===== src/plpv_fifo.sv =====
// ----------------------------------------------------------------------------
// plpv_fifo: small register queue
// First-in first-out queue in flip-flops with a combinational read of the
// oldest entry. DEPTH must be a power of two, at least two.
// ----------------------------------------------------------------------------
module plpv_fifo #(
  parameter int WIDTH = 8,
  parameter int DEPTH = 4
) (
  input  logic             clk_i,
  input  logic             rst_ni,
  input  logic             push_i,
  input  logic [WIDTH-1:0] wdata_i,
  output logic             full_o,
  input  logic             pop_i,
  output logic [WIDTH-1:0] rdata_o,
  output logic             empty_o
);

  localparam int AW = $clog2(DEPTH);
  localparam int CW = $clog2(DEPTH + 1);

  logic [WIDTH-1:0] mem_q [DEPTH];
  logic [AW-1:0]    wr_ptr_q, rd_ptr_q;
  logic [CW-1:0]    count_q;
  logic             do_push, do_pop;

  assign full_o  = (count_q == CW'(DEPTH));
  assign empty_o = (count_q == '0);
  assign do_push = push_i && !full_o;
  assign do_pop  = pop_i && !empty_o;
  assign rdata_o = mem_q[rd_ptr_q];

  always_ff @(posedge clk_i or negedge rst_ni) begin
    if (!rst_ni) begin
      wr_ptr_q <= '0;
      rd_ptr_q <= '0;
      count_q  <= '0;
    end else begin
      if (do_push) wr_ptr_q <= wr_ptr_q + AW'(1);
      if (do_pop)  rd_ptr_q <= rd_ptr_q + AW'(1);
      if (do_push && !do_pop)      count_q <= count_q + CW'(1);
      else if (do_pop && !do_push) count_q <= count_q - CW'(1);
    end
  end

  always_ff @(posedge clk_i) begin
    if (do_push) mem_q[wr_ptr_q] <= wdata_i;
  end

endmodule


===== config.mk =====
export PLATFORM = sky130hd
export DESIGN_NAME = plpv_fifo
export DESIGN_NICKNAME = d
export VERILOG_FILES = /design/src/plpv_fifo.sv
export SDC_FILE = /design/constraint.sdc
export NUM_CORES = 1
export LEC_CHECK = 0
export ABC_AREA = 1
export BUFFER_PORTS_ARGS = -buffer_cell sky130_fd_sc_hd__buf_2
export CAP_MARGIN = 10
export CORE_MARGIN = 10
export CORE_UTILIZATION = 45
export DETAILED_ROUTE_END_ITERATION = 10
export SLEW_MARGIN = 20
export SYNTH_ARGS = -nofsm -noshare
export SYNTH_HDL_FRONTEND = slang
export SYNTH_SLANG_ARGS = --single-unit

===== constraint.sdc =====
create_clock -name clk_i -period 2.2 [get_ports clk_i]
set_input_delay 0.33 -clock clk_i [delete_from_list [all_inputs] [get_ports clk_i]]
set_output_delay 0.33 -clock clk_i [all_outputs]
set_load 0.05 [all_outputs]

==> impl_metrics.py <==
metrics = {
    "logic_synthesis": {
        "ys_ff_latch": 39,
        "synthTopCellsByArea": "edfxtp_1 55%, dfrtp_1 10%, nand2_1 8.9%",
        "synth_cells": 154,
        "synth.yosys.seq_area_share_pct": 65.5,
        "yosysWarnings": 0,
        "synth_top_area_share_pct": 55.4,
        "yosysUniqueCellTypes": 16,
        "netlist_area_um2": 1730,
        "yosysTopAreaCell": "edfxtp_1",
        "synth.avg_cell_area_um2": 11.3,
        "synth_nets": 172,
    },
    "placement": {
        "port_buffers": 21,
        "hpwl_um": 2180,
        "place.gp.congestion": 0.741,
        "dpl-instance-area_um2": 1890,
    },
    "grt": {
        "grt_pass1_vias": 1135,
        "grt_overflow": 0,
        "antenna_found_initial": 0,
        "grt_use_met3_pct": 3.06,
        "grt_max_degree": 34,
        "grt_pass1_wl_um": 5060,
        "grt_use_met2_pct": 17.9,
        "track_usage_pct": 9.91,
        "grt_use_met1_pct": 10.9,
        "grt-busiest-layer": "met2",
    },
    "job": {
        "max_cap_viol_count": 0,
    },
    "floorplanning": {
        "ioPinCount": 22,
        "die_area_um2": 6740,
        "coreArea_um2": 3690,
        "num_rows": 22,
        "die_w_um": 82.1,
        "die_h_um": 82.1,
        "initial_core_util_pct": 47.0,
    },
    "setup_path": {
        "start_kind": "flip-flop",
        "arrival_ps": 2100,
        "worstPathRequired_ps": 2360,
        "path_class": "reg2reg",
        "end_kind": "flip-flop",
        "crit_path_max_fanout": 7,
    },
    "timing": {
        "hold_viol": 0,
        "setup_violations": 0,
        "rsz0062_at_grt": "false",
        "slew_headroom_pct": 66.4,
        "skew_ps": 6.74,
        "maxSlewViolCount": 0,
        "worst_slew_pin_slew_ps": 503,
        "period_needed_ps": 1940,
        "period_share_pct": 88.1,
        "max_freq_mhz": 516,
        "setup_tns_ps": 0,
    },
    "routing": {
        "drc": 0,
        "finalWirelength_um": 3060,
        "drtPass1Iterations": 3,
        "vias": 1101,
        "drt_iter0_drc": 103,
        "wl_per_cell_um": 13.2,
        "vias_per_cell": 4.75,
        "postRouteAntennaNets": 0,
    },
    "cts": {
        "cts_buffers": 5,
        "clk_latency_ps": 270,
        "cts_sinks": 39,
        "cts.repair.resized": 0,
        "cts_buffer_depth": 2,
        "root_buffer": "clkbuf_8",
        "cts_setup_buffers": 0,
        "ctsHoldBuffers": 1,
        "cts.reportedPaths.clkPinSlew_ps": 70,
        "htreeDepth": 2,
        "cts_tree": "yes",
    },
    "pwr": {
        "pwr-share-clk_pct": 21.7,
        "seqPwrFrac_pct": 35.4,
        "power_switching_share_pct": 42.4,
        "peakVddDrop_mv": 0.855,
        "combPwrFrac_pct": 43.0,
        "p_per_area_nw_per_um2": 1540,
        "power.switching_mw": 1.32,
        "intPower_mw": 1.80,
        "p_leak_nw": 0.933,
    },
    "status": {
        "status": "complete, no violations",
    },
    "min_path": {
        "hold_path_class": "in2reg",
    },
    "cells_and_area": {
        "final_common_cell": "nand2_1",
        "final_cell_mix": "41 x nand2_1, 32 x inv_1, 32 x edfxtp_1",
        "finalNetCount": 201,
        "drive_gt1_share_pct": 18.5,
        "area_delta_synth_final_pct": 17.0,
        "final_area_um2": 2030,
        "diodes": 0,
    },
}
worst max-delay path, cell delays in order (launching register included):
cell and delay, ps:
dfrtp_1 430, inv_1 90, nand3_1 130, nand2_1 210, inv_1 70, ha_1 220
inv_1 90, fa_1 420, nand2_1 70, o21ai_0 80
cell type report:
| class | instances | area, um^2 |
|---|---|---|
| clock inverters | 2 | 60.1 |
| well taps | 48 | 60.1 |
| multi-input cells | 77 | 427 |
| fillers | 323 | 1660 |
| flip-flops and latches | 39 | 1140 |
| inverters | 34 | 128 |
| repair buffers | 26 | 145 |
| clock buffers | 6 | 72.6 |
through the flow:
stage / power (mW) / std cells / setup slack (ps) / utilization (%) / hold slack [ps]
after global placement: 2.43 / 223 / 391 / 51.1 / 172
final: 3.13 / 232 / 261 / 55.0 / 266
after global routing: 3.35 / 232 / 104 / 55.0 / 261
after detailed placement: 2.48 / 223 / 285 / 51.1 / 173
after floorplan: 2.19 / 154 / 473 / - / 34.4
after CTS: 3.18 / 232 / 253 / 55.0 / 257
metal layers:
layer,vias to the layer above,wire length (um)
met2,14,1590
met4,0,22
li1,562,-
met1,523,1290
met5,-,0
met3,2,152
cells by family after synthesis:
| family | count (synthesis) | share of synthesized area, % |
|---|---|---|
| XOR/XNOR | 1 | 0.505 |
| AO/OA/AOI/OAI | 17 | 7.22 |
| AND/OR/NAND/NOR | 53 | 12.1 |
| flip-flops | 39 | 65.5 |
| adder cells (fa/ha/maj) | 6 | 4.76 |
| buffers and inverters | 38 | 9.88 |
power groups by stage:
stage | Sequential [mW] | Combinational, mW | Clock, mW
2_1_floorplan | 1.07 | 1.12 | 0
3_3_place_gp | 1.11 | 1.32 | 0
3_5_place_dp | 1.12 | 1.36 | 0
4_1_cts | 1.11 | 1.37 | 0.699
5_1_grt | 1.13 | 1.50 | 0.722
6_report | 1.11 | 1.34 | 0.677
path summary, 6_finish.rpt:
check	end	cells past startpoint	slack, ps	start
max in group asynchronous	wr_ptr_q[1]	2	1640	rst_ni
min in group asynchronous	count_q[0]	2	410	rst_ni
setup reg to reg	count_q[1]	9	260	count_q[0]
setup / recovery	count_q[1]	9	260	count_q[0]
hold reg to reg	count_q[2]	2	530	count_q[2]
hold / removal	mem_q[3][1]	1	270	wdata_i[1]
Yosys cell counts, drive strengths merged:
| library cell | n |
|---|---|
| buf | 3 |
| clkbuf | 1 |
| dfrtp | 7 |
| edfxtp | 32 |
| fa | 1 |
| ha | 5 |
| inv | 34 |
| nand2 | 41 |
| nand3 | 7 |
| nand4 | 1 |
| nor2 | 4 |
| o211ai | 16 |
| o21ai | 1 |
| xnor2 | 1 |
state kept, by name (all words and copies together), names as in the netlist:
name / cells
wr_ptr_q: 2
count_q: 3
mem_q: 32
rd_ptr_q: 2
Note: power is estimated with default switching activity, not from simulation.
